## src/rtl/wsfp_pkg.sv

```systemverilog
// ----------------------------------------------------------------------------
// WebSocket frame parser package
// Phase codes, the result record and configuration constants shared by the
// parser core and the top level.
// ----------------------------------------------------------------------------
package wsfp_pkg;

   localparam int MAX_LEN_W = 31;
   localparam logic [MAX_LEN_W-1:0] MAX_LEN_RESET = MAX_LEN_W'(1 << 30);

   localparam int PHASE_W = 3;
   localparam logic [PHASE_W-1:0] PH_HDR0    = 3'd0;
   localparam logic [PHASE_W-1:0] PH_HDR1    = 3'd1;
   localparam logic [PHASE_W-1:0] PH_EXT     = 3'd2;
   localparam logic [PHASE_W-1:0] PH_MASK    = 3'd3;
   localparam logic [PHASE_W-1:0] PH_PAYLOAD = 3'd4;
   localparam logic [PHASE_W-1:0] PH_ERROR   = 3'd5;

   // Seven-bit length codes that announce an extended length.
   localparam logic [6:0] LEN_EXT16 = 7'd126;
   localparam logic [6:0] LEN_EXT64 = 7'd127;

   typedef struct packed {
      logic [3:0] frame_opcode;
      logic [7:0] data_byte;
      logic       byte_valid;
      logic       last;
      logic       too_large;
   } rsp_type;

endpackage

```

## src/rtl/websocket_frame_parser_top.sv

```systemverilog
// ----------------------------------------------------------------------------
// WebSocket frame parser top level
// Receive-side frame parser with an input register, the parser core and a
// result register.
// ----------------------------------------------------------------------------
// The parser takes one stream byte per clock cycle. A taken byte is held in the
// input register, and the parser core's step writes its result into the result
// register. Header, extended length and mask key bytes produce no result; each
// payload byte produces one unmasked result, an empty frame one marker, and an
// oversized frame one error result, after which bytes are absorbed without
// result until reset. The result register frees up in the same cycle its
// transfer completes, so the byte rate only drops while the result side is
// stalled and a byte that produces a result is waiting. The maximum length
// register must be written only while no transfer is in flight.
module websocket_frame_parser_top (
   input  logic                          clock,
   input  logic                          reset,
   input  logic                          req_valid,
   output logic                          req_stall,
   input  logic [7:0]                    req_in_byte,
   output logic                          rsp_valid,
   input  logic                          rsp_stall,
   output logic [3:0]                    rsp_frame_opcode,
   output logic [7:0]                    rsp_data_byte,
   output logic                          rsp_byte_valid,
   output logic                          rsp_last,
   output logic                          rsp_too_large,
   input  logic                          csr_wr_en,
   input  logic [wsfp_pkg::MAX_LEN_W-1:0] csr_wr_data
);
   import wsfp_pkg::*;

   logic                 in_valid_ff;
   logic [7:0]           in_byte_ff;
   logic [MAX_LEN_W-1:0] max_len_ff;
   logic                 rsp_valid_ff;
   rsp_type              rsp_ff;

   logic                 out_free;
   logic                 step;
   logic                 emit;
   rsp_type              rsp_in;

   assign out_free  = !rsp_valid_ff || !rsp_stall;
   // A byte that yields no result never waits on the result side.
   assign step      = in_valid_ff && (out_free || !emit);
   assign req_stall = in_valid_ff && !step;

   wsfp_parse u_parse (
      .clock   (clock),
      .reset   (reset),
      .step_en (step),
      .in_byte (in_byte_ff),
      .max_len (max_len_ff),
      .emit    (emit),
      .rsp     (rsp_in)
   );

   always_ff @(posedge clock) begin
      if (reset) begin
         in_valid_ff <= 1'b0;
      end else if (!req_stall) begin
         in_valid_ff <= req_valid;
      end
   end

   always_ff @(posedge clock) begin
      if (!req_stall && req_valid) begin
         in_byte_ff <= req_in_byte;
      end
   end

   always_ff @(posedge clock) begin
      if (reset) begin
         max_len_ff <= MAX_LEN_RESET;
      end else if (csr_wr_en) begin
         max_len_ff <= csr_wr_data;
      end
   end

   always_ff @(posedge clock) begin
      if (reset) begin
         rsp_valid_ff <= 1'b0;
      end else if (step && emit) begin
         rsp_valid_ff <= 1'b1;
      end else if (!rsp_stall) begin
         rsp_valid_ff <= 1'b0;
      end
   end

   always_ff @(posedge clock) begin
      if (step && emit) begin
         rsp_ff <= rsp_in;
      end
   end

   assign rsp_valid        = rsp_valid_ff;
   assign rsp_frame_opcode = rsp_ff.frame_opcode;
   assign rsp_data_byte    = rsp_ff.data_byte;
   assign rsp_byte_valid   = rsp_ff.byte_valid;
   assign rsp_last         = rsp_ff.last;
   assign rsp_too_large    = rsp_ff.too_large;

endmodule

```

## src/rtl/wsfp_parse.sv

```systemverilog
// ----------------------------------------------------------------------------
// WebSocket frame parser core
// Header, extended length and mask key state, and the combinational step that
// turns one stream byte into at most one result.
// ----------------------------------------------------------------------------
module wsfp_parse (
   input  logic                                  clock,
   input  logic                                  reset,
   input  logic                                  step_en,
   input  logic [7:0]                            in_byte,
   input  logic [wsfp_pkg::MAX_LEN_W-1:0]        max_len,
   output logic                                  emit,
   output wsfp_pkg::rsp_type                     rsp
);
   import wsfp_pkg::*;

   logic [PHASE_W-1:0] phase_ff, phase_in;
   logic [3:0]         opcode_ff, opcode_in;
   logic               mask_ff, mask_in;
   logic [3:0]         ext_left_ff, ext_left_in;
   logic [63:0]        len_ff, len_in;
   logic [31:0]        key_ff, key_in;
   logic [1:0]         key_cnt_ff, key_cnt_in;
   logic [1:0]         pos_ff, pos_in;

   logic               len_done;
   logic               begin_pl;
   logic               too_big;
   logic [3:0]         ext_dec;
   logic [63:0]        len_dec;
   logic [7:0]         key_byte;

   always_comb begin
      phase_in    = phase_ff;
      opcode_in   = opcode_ff;
      mask_in     = mask_ff;
      ext_left_in = ext_left_ff;
      len_in      = len_ff;
      key_in      = key_ff;
      key_cnt_in  = key_cnt_ff;
      pos_in      = pos_ff;
      len_done    = 1'b0;
      begin_pl    = 1'b0;
      ext_dec     = ext_left_ff - {3'b0, (ext_left_ff != 4'd0)};
      len_dec     = len_ff - {63'b0, (len_ff != 64'd0)};
      key_byte    = 8'd0;
      emit        = 1'b0;
      rsp         = '0;
      rsp.frame_opcode = opcode_ff;

      case (phase_ff)
         PH_HDR0: begin
            opcode_in = in_byte[3:0];
            phase_in  = PH_HDR1;
         end
         PH_HDR1: begin
            mask_in = in_byte[7];
            len_in  = 64'd0;
            if (in_byte[6:0] == LEN_EXT16) begin
               ext_left_in = 4'd2;
               phase_in    = PH_EXT;
            end else if (in_byte[6:0] == LEN_EXT64) begin
               ext_left_in = 4'd8;
               phase_in    = PH_EXT;
            end else begin
               len_in   = {57'b0, in_byte[6:0]};
               len_done = 1'b1;
            end
         end
         PH_EXT: begin
            len_in      = {len_ff[55:0], in_byte};
            ext_left_in = ext_dec;
            len_done    = (ext_dec == 4'd0);
         end
         PH_MASK: begin
            key_in = {key_ff[23:0], in_byte};
            if (key_cnt_ff == 2'd3) begin
               key_cnt_in = 2'd0;
               begin_pl   = 1'b1;
            end else begin
               key_cnt_in = key_cnt_ff + 2'd1;
            end
         end
         PH_PAYLOAD: begin
            if (mask_ff) begin
               case (pos_ff)
                  2'd0:    key_byte = key_ff[31:24];
                  2'd1:    key_byte = key_ff[23:16];
                  2'd2:    key_byte = key_ff[15:8];
                  default: key_byte = key_ff[7:0];
               endcase
            end
            pos_in = pos_ff + 2'd1;
            len_in = len_dec;
            if (len_dec == 64'd0) begin
               phase_in = PH_HDR0;
            end
            emit           = 1'b1;
            rsp.data_byte  = in_byte ^ key_byte;
            rsp.byte_valid = 1'b1;
            rsp.last       = (len_dec == 64'd0);
         end
         default: begin
            phase_in = PH_ERROR;
         end
      endcase

      // The length is checked in full as soon as its last byte arrives.
      too_big = (|len_in[63:MAX_LEN_W]) || (len_in[MAX_LEN_W-1:0] > max_len);

      if (len_done) begin
         if (too_big) begin
            phase_in      = PH_ERROR;
            emit          = 1'b1;
            rsp.too_large = 1'b1;
         end else if (mask_in) begin
            phase_in   = PH_MASK;
            key_cnt_in = 2'd0;
            key_in     = 32'd0;
         end else begin
            begin_pl = 1'b1;
         end
      end

      // An empty frame produces a single marker instead of payload.
      if (begin_pl) begin
         pos_in = 2'd0;
         if (len_in == 64'd0) begin
            phase_in = PH_HDR0;
            emit     = 1'b1;
            rsp.last = 1'b1;
         end else begin
            phase_in = PH_PAYLOAD;
         end
      end
   end

   always_ff @(posedge clock) begin
      if (reset) begin
         phase_ff    <= PH_HDR0;
         opcode_ff   <= 4'd0;
         mask_ff     <= 1'b0;
         ext_left_ff <= 4'd0;
         len_ff      <= 64'd0;
         key_ff      <= 32'd0;
         key_cnt_ff  <= 2'd0;
         pos_ff      <= 2'd0;
      end else if (step_en) begin
         phase_ff    <= phase_in;
         opcode_ff   <= opcode_in;
         mask_ff     <= mask_in;
         ext_left_ff <= ext_left_in;
         len_ff      <= len_in;
         key_ff      <= key_in;
         key_cnt_ff  <= key_cnt_in;
         pos_ff      <= pos_in;
      end
   end

endmodule

```

## config.mk

```make
export PLATFORM = sky130hd
export DESIGN_NAME = websocket_frame_parser_top
export DESIGN_NICKNAME = d
export VERILOG_FILES = /design/src/rtl/wsfp_pkg.sv /design/src/rtl/websocket_frame_parser_top.sv /design/src/rtl/wsfp_parse.sv
export SDC_FILE = /design/constraint.sdc
export NUM_CORES = 1
export LEC_CHECK = 0
export ABC_AREA = 1
export BUFFER_PORTS_ARGS = -buffer_cell sky130_fd_sc_hd__buf_2
export CORE_MARGIN = 2
export CORE_UTILIZATION = 50
export CTS_CLUSTER_SIZE = 25
export DETAILED_ROUTE_END_ITERATION = 16
export GPL_TIMING_DRIVEN = 1
export HOLD_SLACK_MARGIN = 0.03
export PLACE_DENSITY = 0.77
export REMOVE_ABC_BUFFERS = 1
export SETUP_SLACK_MARGIN = 0.2
export SYNTH_ARGS = -nofsm -noshare
export SYNTH_HDL_FRONTEND = slang
export SYNTH_SLANG_ARGS = --single-unit
```

## constraint.sdc

```tcl
create_clock -name clock -period 6.4 [get_ports clock]
set_input_delay 0.64 -clock clock [delete_from_list [all_inputs] [get_ports clock]]
set_output_delay 0.64 -clock clock [all_outputs]
set_load 0.005 [all_outputs]
```

## Word level (Yosys, flattened, before mapping)

Cells that the tools add are included.

| operators by class | value |
|---|---|
| $add $sub $neg | 4 |
| magnitude comparators | 1 |
| eq/ne operators | 11 |
| muxes and demuxes | 49 |
| bitwise gates (word level) | 1 |
| reductions and logical operators | 26 |

Operators by type and width:

| kind | count |
|---|---|
| $pmux 64 s3 | 1 |
| $logic_not 64->1 | 2 |
| $mux 32 | 4 |
| $mux 64 | 1 |
| $reduce_bool 64->1 | 1 |
| $sub 64x1->64 | 1 |
| $reduce_or 33->1 | 1 |
| $gt 31x31->1 | 1 |
| $mux 3 | 8 |
| $pmux 8 s3 | 1 |
| $mux 1 | 18 |
| $mux 2 | 8 |
| $mux 8 | 2 |
| $eq 7x7->1 const B | 2 |
| $pmux 3 s4 | 1 |
| $mux 4 | 2 |
| $pmux 4 s2 | 1 |
| $xor 8x8->8 | 1 |
| $mux 7 | 1 |
| $eq 3x2->1 const B | 2 |
| $logic_not 1->1 | 5 |
| $add 2x1->2 const B | 2 |
| $eq 2x2->1 const B | 2 |
| $logic_and 1x1->1 | 4 |
| 16 further kinds | 20 |

| storage, ports and cells | value |
|---|---|
| register bits after elaboration | 168 |
| output and inout port bits | 17 |
| word-level logic and storage cells | 109 |

## Depth between registers and ports, before layout

Gate-level depths: netlist of the first run.

| depth | value |
|---|---|
| depth in word-level cells | 17 |
| depth in mapped cells | 38 |

## By module

Synthesis of the first run repeated with hierarchy kept, for this count alone.

| second synthesis, totals | value |
|---|---|
| cells, all modules | 1874 |
| area, all modules | 12017.8 um^2 |

By module, submodules not included:

| module | instances | cells an instance | area each (um^2) |
|---|---|---|---|
| wsfp_parse | 1 | 1698 | 10133.5 |
| websocket_frame_parser_top | 1 | 176 | 1884.3 |

## Worst setup path after synthesis of the first run

Ideal clock, no wire load.

| timing path | value |
|---|---|
| path type | reg2reg |
| from | register u_parse.len_ff[16] |
| to | register rsp_ff (netlist bit rsp_byte_valid) (enable) |
| library setup time | 0.359 ns |
| arrival | 4.181 ns |
| data required time | 6.041 ns |
| slack | 1.860 ns |
| cell stages (with the launch flop) | 35 |
| path buffers | 1 |
| clock period less this slack | 4.540 ns |
| path through | dfxtp_1 > nor2_1 > nand2_1 > nor2_1 > nand2_1 > nor2_1 > nand4_1 > ha_1 > inv_1 > nor2_2 > nand2_2 > nor2_8 > inv_2 > nor2_1 > or2_2 > nand3_1 > nand2_1 > ha_1 > nand4_1 > inv_1 > nand2_1 > nor3_1 > nand2_1 > nand3_1 > nand2_1 > nand2_1 > nand2_1 > nand3_1 > nand2_1 > inv_2 > nand2_4 > a21oi_4 > buf_2 > nand2_1 > inv_1 |

| on the way | value |
|---|---|
| longest elaborated chain between the ends | 13 |

RTL lines:

| item | line | source |
|---|---|---|
| from (decl) | wsfp_parse.sv:21 | `logic [63:0] len_ff, len_in;` |
| from (signal assigned) | wsfp_parse.sv:153 | `len_ff <= len_in;` |
| $reduce_bool 64->1 | wsfp_parse.sv:45 | `len_dec = len_ff - {63'b0, (len_ff != 64'd0)};` |
| $sub 64x1->64 | wsfp_parse.sv:45 |  |
| $pmux 64 s3 * | wsfp_parse.sv:51 | `case (phase_ff)` |
| via u_parse.len_in[24] | wsfp_parse.sv:21 |  |
| $gt 31x31->1 | wsfp_parse.sv:109 | `too_big = (\|len_in[63:MAX_LEN_W]) \|\| (len_in[MAX_LEN_W-1:0] > max_len);` |
| $logic_or 1x1->1 | wsfp_parse.sv:109 |  |
| $mux 1 | wsfp_parse.sv:112 | `if (too_big) begin` |
| $mux 1 | wsfp_parse.sv:111 | `if (len_done) begin` |
| $mux 1 | wsfp_parse.sv:128 | `if (len_in == 64'd0) begin` |
| $mux 1 * | wsfp_parse.sv:126 | `if (begin_pl) begin` |
| $logic_not 1->1 | websocket_frame_parser_top.sv:46 | `assign step = in_valid_ff && (out_free \|\| !emit);` |
| $logic_or 1x1->1 | websocket_frame_parser_top.sv:46 |  |
| $logic_and 1x1->1 | websocket_frame_parser_top.sv:46 |  |
| $logic_and 1x1->1 * | websocket_frame_parser_top.sv:92 | `if (step && emit) begin` |
| to (signal assigned) | websocket_frame_parser_top.sv:93 | `rsp_ff <= rsp_in;` |
| to (decl) | websocket_frame_parser_top.sv:37 | `rsp_type rsp_ff;` |

The timed path passes the listed nets; every way through them passes the cells marked *.
A chain may end at the register's enable or synchronous reset.

## Worst setup path after layout of the first run

| timing path | value |
|---|---|
| from | register u_parse.len_ff[8] |
| to | output port req_stall |

| on the way | value |
|---|---|
| longest elaborated chain between the ends | 14 |

RTL lines:

| item | line | source |
|---|---|---|
| $reduce_bool 64->1 * | wsfp_parse.sv:45 |  |
| $sub 64x1->64 * | wsfp_parse.sv:45 |  |
| $pmux 64 s3 * | wsfp_parse.sv:51 |  |
| via u_parse.len_in[6] | wsfp_parse.sv:21 |  |
| $gt 31x31->1 | wsfp_parse.sv:109 |  |
| $logic_or 1x1->1 | wsfp_parse.sv:109 |  |
| $mux 1 | wsfp_parse.sv:112 |  |
| $mux 1 | wsfp_parse.sv:111 |  |
| $mux 1 | wsfp_parse.sv:128 |  |
| $mux 1 * | wsfp_parse.sv:126 |  |
| $logic_not 1->1 * | websocket_frame_parser_top.sv:46 |  |
| $logic_or 1x1->1 * | websocket_frame_parser_top.sv:46 |  |
| $logic_and 1x1->1 * | websocket_frame_parser_top.sv:46 |  |
| $logic_not 1->1 * | websocket_frame_parser_top.sv:47 | `assign req_stall = in_valid_ff && !step;` |
| $logic_and 1x1->1 * | websocket_frame_parser_top.sv:47 |  |
| to (decl) | websocket_frame_parser_top.sv:19 | `output logic req_stall,` |

Marks and branches as above.

==> results of run 1 <==
[cell type report]
class / instances / area, um2
well taps: 319 / 399
fillers: 2361 / 10400
multi-input cells: 1513 / 7280
clock buffers: 17 / 425
inverters: 203 / 763
clock inverters: 15 / 180
repair buffers: 79 / 455
flip-flops and latches: 168 / 3600
[worst max-delay path by stage]
stage,startpoint,slack (ps),to,cells after the start
final,u_parse.len_ff[8],490,req_stall,26
after global routing,u_parse.len_ff[4],180,req_stall,32
after CTS,u_parse.len_ff[16],350,req_stall,28
after detailed placement,u_parse.len_ff[16],730,u_parse.key_ff[3],31
after global placement,u_parse.len_ff[16],870,rsp_frame_opcode[3],29
after floorplan,u_parse.phase_ff[0],-570,rsp_byte_valid,25
[sequential cells by signal, summed over array words and instances, names as in the netlist]
name	count
u_parse.key_ff	32
rsp_frame_opcode	4
u_parse.phase_ff	3
rsp_data_byte	8
u_parse.ext_left_ff	4
u_parse.opcode_ff	4
u_parse.mask_ff	1
rsp_valid	1
in_valid_ff	1
max_len_ff	31
rsp_byte_valid	1
in_byte_ff	8
u_parse.len_ff	64
u_parse.pos_ff	2
rsp_too_large	1
rsp_last	1
u_parse.key_cnt_ff	2
[critical path: stages (launching register included)]
cell	delay [ps]
dfxtp_1	420
nor2_2	210
nand2_1	160
nor4_1	420
nand4_1	240
ha_1	260
nand2_1	170
nor2_4	80
xnor2_1	430
o211ai_1	240
ha_1	360
a21oi_1	170
o21ai_0	100
a21oi_1	200
o31ai_2	100
nand2_1	70
nand3_1	60
nand2_1	180
nand2_1	80
nand2_1	110
nand3_1	140
nand2_1	110
inv_2	50
nand2_4	80
nand3_1	150
inv_1	110
buf_2	120
[repair_timing]
item	in CTS	in global routing
resized for setup	0	17
setup endpoints to repair	0	65
buffers inserted	0	0
endpoints found under the hold margin	0	0
[Yosys cell counts (9+ instances only)]
library cell  count  area [um2]
buf_2            17        85.1
nor2_1          437        1640
nor4_1           10        62.6
nor2_2           10        62.6
o21ai_0         141         706
o21ai_1          22         110
buf_1             9        33.8
ha_1             40         500
nand2_1         500        1880
a21oi_1          61         305
nand4_1          18         113
clkbuf_1         35         131
nand3_1         100         500
edfxtp_1         23         691
xor2_1           13         114
xnor2_1          14         123
nor3_1           18        90.1
nand2_2           9        56.3
dfxtp_1         145        2900
inv_1           195         732
a22oi_1          58         435
[power groups by stage]
| stage | Clock [W] | Sequential (W) | Combinational, W |
|---|---|---|---|
| 2_1_floorplan | 0 | 0.00120 | 0.000624 |
| 3_3_place_gp | 0 | 0.00122 | 0.000890 |
| 3_5_place_dp | 0 | 0.00122 | 0.000893 |
| 4_1_cts | 0.00109 | 0.00120 | 0.000900 |
| 5_1_grt | 0.00114 | 0.00121 | 0.00103 |
| 6_report | 0.00109 | 0.00120 | 0.000932 |
[kinds of logic (layout without fill, tap and decap cells)]
| group | Yosys count | after routing | synth area share, % |
|---|---|---|---|
| AOI/OAI and AO/OA | 311 | 311 | 15.0 |
| xor gates and xnor gates | 27 | 27 | 1.98 |
| adders and majority gates | 40 | 40 | 4.19 |
| buffers and inverters | 276 | 314 | 9.39 |
| DFF | 168 | 168 | 30.1 |
| and+or+nand+nor | 1135 | 1135 | 39.3 |
[metrics by stage]
step                setup WS [ps]  area, um2  hold WS, ps
finish                        489      13100          365
CTS                           347      13100          363
global route                  182      13100          365
floorplan                    -570      11600          408
global placement              870      12400          415
detailed placement            727      12400          416
[routing by layer]
| layer | vias up | share of wire (%) | global-route usage [%] |
|---|---|---|---|
| li1 | 6356 | - | - |
| met1 | 5917 | 42 | 45.7 |
| met2 | 681 | 45 | 54.6 |
| met3 | 115 | 8.8 | 4.76 |
| met4 | 0 | 4.2 | 15.0 |
| met5 | - | 0 | 0 |
==> run_results.csv, run 1 <==
group,metric,value,unit
yosys,synthesis.instances,1957,
power_and_ir_drop,p_total,0.00322,W
worst_hold_path,holdCritStartpoint,"req_in_byte[3]",
cells_and_area,area_growth,9.68,%
yosys,synth_edf_count,23,
clocking,cts_tree,"yes",
die,die_y,159,um
route,drc,0,
cells_and_area,layout_commonest_cell,"nand2_1",
setup_path,path_class,"flip-flop to output pin",
yosys,synth_cell_types,43,
setup_path,worstPathArrival,5270,ps
die,die_x,159,um
yosys,synth_ff_type,"dfxtp_1",
worst_hold_path,holdCritPathClass,"primary input to flip-flop",
grt,grt_pass1_vias,12091,
setup_path,ff2ff_setup_slack,760,ps
timing,fin_crit,5910,ps
worst_hold_path,min_to,"in_byte_ff[3]",
clocking,cts_made_buffers,17,
route,drtIter0Drc,1470,
die,num_rows,56,
placement,gp_congestion,1.03,
yosys,syn_avg_cell_area,6.10,um2
yosys,ys_seq_elements,168,
setup_path,worstRegToRegCells,33,
power_and_ir_drop,power_frac_clock,33.7,%
route,wl,41.9,mm
timing,setup_violations,0,
placement,placed_cells,2282,
route,drt-wirelength-per-cell,18.1,um
grt,grt_max_degree,105,
grt,track_usage,34.1,%
clocking,clk_pin_slew,80,ps
die,core-area,23500,um2
clocking,htreeDepth,4,
timing,worstMarginPinSlew,967,ps
clocking,cts_hold_buf,0,
placement,io_buffers,60,
power_and_ir_drop,ir_drop,0.000185,V
grt,overflow,0,
power_and_ir_drop,swShare,39.8,%
setup_path,worst_ep_required_time,5760,ps
timing,min_period_over_period,92.4,%
power_and_ir_drop,seqPwrFrac,37.3,%
timing,fmaxAchievable,0.169,GHz
die,ios,61,
setup_path,rr_startpoint,"u_parse.len_ff[8]",
power_and_ir_drop,internal_power,0.00194,W
worst_hold_path,hold_depth,1,
timing,relSlewSlack,35.5,%
clocking,cts.sinks,168,
power_and_ir_drop,p_per_area,246,nW/um2
cells_and_area,nNetsFinal,2066,
placement,hpwl,30.7,mm
power_and_ir_drop,p_sw,0.00128,W
setup_path,critPathCaptureType,"output pin",
cells_and_area,final_cell_mix,"nand2_1 (499), nor2_1 (433), inv_1 (194), dfxtp_1 (141), o21ai_0 (138)",
setup_path,critPathMaxFanout,6,
cells_and_area,diodes,0,
cells_and_area,final_cells,2314,
setup_path,r2r_end,"u_parse.key_ff[30]",
clocking,cts_buffer_depth,2,
yosys,syn_area,11900,um2
route,antenna_left,0,
power_and_ir_drop,leakage,6.16,nW
cells_and_area,fin_util,55.8,%
timing,skew,18.6,ps
die,start_util,50.9,%
yosys,yosysWarnings,0,
timing,rsz0062_at_grt,"no",
timing,report.final.slew_viol_count,0,
route,dr.pass1.iters,6,
status,outcome,"completed",
route,viasPerCell,5.65,
grt,grt_pass1_wl,65.7,mm
grt,antenna_found_initial,0,
die,die_area,25100,um2
timing,hold_violations,0,
yosys,async_reset_ff_share,0,%
setup_path,cp-start-kind,"flip-flop",
cells_and_area,drive_above_1_share,8.47,%
clocking,insertion_delay,450,ps
power_and_ir_drop,comb_power_share,28.9,%
route,routed-via-count,13069,
run,cap_violations,0,
clocking,cts_root_buf,"clkbuf_16",
yosys,seq_area_frac_synth,30.1,%
timing,finalSetupTns,0,ps
Power figures use the tool's default switching activity.
==> run 2, diff against run 1 <==
--- a/config.mk
+++ b/config.mk
@@ -5,15 +5,14 @@
 export SDC_FILE = /design/constraint.sdc
 export NUM_CORES = 1
 export LEC_CHECK = 0
-export ABC_AREA = 1
 export BUFFER_PORTS_ARGS = -buffer_cell sky130_fd_sc_hd__buf_2
 export CORE_MARGIN = 2
-export CORE_UTILIZATION = 50
+export CORE_UTILIZATION = 40
 export CTS_CLUSTER_SIZE = 25
 export DETAILED_ROUTE_END_ITERATION = 16
 export GPL_TIMING_DRIVEN = 1
 export HOLD_SLACK_MARGIN = 0.03
-export PLACE_DENSITY = 0.77
+export PLACE_DENSITY = 0.66
 export REMOVE_ABC_BUFFERS = 1
 export SETUP_SLACK_MARGIN = 0.2
 export SYNTH_ARGS = -nofsm -noshare
==> run 2 against run 1 <==
Compared with the run above: final area rose by 6.3%; via count fell by 2.4%; first-iteration DRC count rose by 15%; area after synthesis fell by 3.8%; clock power fell by 5%; sequential power fell by 3%; non-clock buffer count rose by 148; worst setup slack got worse by 310 ps; global-route usage fell by 4.2 points; synthesized cell count fell by 23%; power rose by 23%; critical path type unchanged; largest power group is now combinational logic; highest routed layer unchanged.
==> run_results.csv, run 2 <==
group,metric,value,unit
clocking,cts_made_buffers,17,
setup_path,path_cells,"or4_4, or4_4, nor2_4, nand3_4, ha_4, nor4b_4, nand4_1, buf_4, nor4_2, xor2_1, a222oi_1, buf_4, inv_4, ha_4, nand2_4, a21oi_2, a221o_1, o21ai_2, buf_4, o211ai_1, or3_4, a31o_4, nor2_4, buf_2",
cells_and_area,seq_area,3600,um2
die,num_rows,62,
cells_and_area,nNetsFinal,1697,
cells_and_area,layout_commonest_cell,"nand2_1",
grt,use_met1,40.7,%
grt,antenna_found_initial,0,
clocking,insertion_delay,450,ps
setup_path,critPathMaxFanout,4,
yosys,synthXorXnorAreaFrac,3.81,%
route,wl,46.0,mm
yosys,seq_area_frac_synth,31.3,%
die,die_x,173,um
cells_and_area,top_register,"u_parse.len_ff",
yosys,syn_area,11500,um2
setup_path,path_class,"flip-flop to output pin",
yosys,synth_compound_area_share,22.9,%
timing,fmaxAchievable,0.161,GHz
yosys,synth_cell_types,78,
yosys,yosysWarnings,0,
yosys,synth_edf_count,23,
yosys,ys_top_cells_by_count,"nand2_1 (182), nor2_1 (146), dfxtp_1 (145)",
clocking,cts_buffer_depth,2,
clocking,htreeDepth,4,
yosys,yosysTopAreaCell,"dfxtp_1",
clocking,cts_hold_buf,0,
yosys,synth-simple-area-share,26.4,%
clocking,cts_root_buf,"clkbuf_16",
die,die_y,173,um
setup_path,cp_slowest_cell,"or4_4",
timing,min_period_over_period,97.3,%
timing,skew,13.9,ps
power_and_ir_drop,ir_drop,0.000154,V
route,viasPerCell,6.34,
die,die_area,30100,um2
run,cap_violations,0,
grt,grt_pass1_vias,11980,
yosys,synth_area_leaders,"dfxtp_1 (25%), edfxtp_1 (6.0%), nand2_1 (5.9%), a21oi_1 (4.8%), nor2_1 (4.8%)",
yosys,synthesis.instances,1509,
power_and_ir_drop,leakage,5.56,nW
route,antenna_left,0,
route,drt-wirelength-per-cell,22.9,um
timing,finalSetupTns,0,ps
setup_path,critPathCaptureType,"output pin",
die,ios,61,
yosys,yosysTopAreaCellShare,25.3,%
grt,grt.met3_usage,7.04,%
cells_and_area,area_growth,21.3,%
power_and_ir_drop,p_per_area,284,nW/um2
setup_path,cp-start-kind,"flip-flop",
placement,hpwl,33.1,mm
yosys,synth_top_family_by_area,"simple AND/OR/NAND/NOR gates",
die,start_util,40.3,%
setup_path,critPathMostFrequentCell,"buf_4",
grt,grt_max_degree,67,
worst_hold_path,holdCritPathClass,"primary input to flip-flop",
clocking,cts_tree,"yes",
setup_path,ff2ff_setup_slack,400,ps
yosys,ys_seq_elements,168,
status,outcome,"completed",
setup_path,worstPathArrival,5590,ps
die,core-area,28500,um2
route,dr.pass1.iters,8,
yosys,async_reset_ff_share,0,%
cells_and_area,final_cell_mix,"nand2_1 (180), buf_4 (160), dfxtp_1 (142), nor2_1 (139), a21oi_1 (109)",
cells_and_area,diodes,0,
clocking,clk_pin_slew,70,ps
timing,hold_violations,0,
timing,relSlewSlack,39.7,%
grt,grt_pass1_wl,70.2,mm
grt,grt_busiest_layer,"met2",
timing,fin_crit,6230,ps
grt,track_usage,29.9,%
placement,gp_congestion,1.06,
timing,rsz0062_at_grt,"yes",
setup_path,worst_ep_required_time,5760,ps
route,drc,0,
route,drtIter0Drc,1691,
yosys,synthMuxAreaShare,3.77,%
timing,whs,373,ps
yosys,syn_avg_cell_area,7.61,um2
route,routed-via-count,12749,
placement,io_buffers,60,
yosys,yosysMostFrequentCell,"nand2_1",
clocking,cts.sinks,168,
cells_and_area,final_cells,2010,
timing,worstMarginPinSlew,905,ps
setup_path,critPathMaxStageDelay,560,ps
cells_and_area,multi_input_area,7380,um2
cells_and_area,largest_reg_flops,64,
placement,placed_cells,1966,
grt,overflow,0,
timing,setup_violations,0,
cells_and_area,drive_above_1_share,20.5,%
cells_and_area,nFillCells,2801,
grt,grtUsageMet2,44.7,%
timing,report.final.slew_viol_count,0,
yosys,synth_adder_area_share,4.62,%
yosys,synth_ff_type,"dfxtp_1",
cells_and_area,largestRegisters,"u_parse.len_ff (64), u_parse.key_ff (32), max_len_ff (31)",
==> run 2: cell types whose count changed in the layout (fill, tap and decap cells not counted), moves of 37 or more <==
cell     delta
nor4_1     +37
a21oi_1    +48
buf_4     +142
o21ai_0    -74
inv_1     -136
a22o_1     +42
a22oi_1    -49
mux2i_1    +41
nand2_1   -319
nor2_1    -294
nand3_1    -49
==> run 2: per-layer routing <==
| layer | vias up | part of all wire, % | routed length [um] |
|---|---|---|---|
| li1 | 5727 | - | - |
| met1 | 6060 | 42 | 19300 |
| met2 | 801 | 43 | 19600 |
| met3 | 161 | 11 | 5060 |
| met4 | 0 | 4.6 | 2140 |
| met5 | - | 0 | 0 |
==> run 2: cell type report <==
class,count,area share [%]
Clock buffer,18,3.15
Clock inverter,14,1.03
Inverter,61,1.66
Multi-Input combinational cell,1138,53.0
Sequential cell,168,25.8
Tap cell,384,3.45
Timing Repair Buffer,227,11.9
==> run 2: final timing paths <==
path / startpoint / endpoint / cells past startpoint
max: u_parse.len_ff[28] / req_stall / 24
min reg2reg: u_parse.opcode_ff[2] / rsp_frame_opcode[2] / 0
min: req_in_byte[1] / in_byte_ff[1] / 1
max reg2reg: u_parse.len_ff[28] / u_parse.len_ff[48] / 28
==> run 2: logic make-up after synthesis <==
logic type	after synthesis
compound gates	386
flops	168
simple gates	616
xor+xnor	50
mux	43
buf+inv	203
fa+ha+maj	43
==> run 2: worst max-delay path: cells and delay by family (launching register included) <==
family,cells,cell delay [ps]
adders and majority gates,2,380
and+or+nand+nor,10,2280
DFF,1,320
buffers and inverters,5,660
xor gates and xnor gates,1,190
AOI/OAI and AO/OA,6,1300
==> run 2: report_power, final <==
part           internal (W)  leakage [nW]  switching, W  total (W)
clock              0.000532         0.290      0.000512    0.00104
combinational      0.000664          3.87       0.00109    0.00176
sequential          0.00112          1.40     0.0000382    0.00116
==> run 2: repair_timing <==
item,CTS,global route
resized for setup,22,46
pin swaps,9,33
buffers inserted,2,10
endpoints found under the setup margin,46,31
endpoints found under the hold margin,0,0
==> run 2: through the flow <==
step / cell area (um2) / utilization, % / power, W / setup WS, ps
floorplan: 10900 / - / 0.00206 / -1760
global placement: 12900 / 45.5 / 0.00276 / 168
detailed placement: 12900 / 45.5 / 0.00276 / 18.9
CTS: 13600 / 47.9 / 0.00383 / 203
global route: 13900 / 48.9 / 0.00412 / -10.9
finish: 13900 / 48.9 / 0.00396 / 174
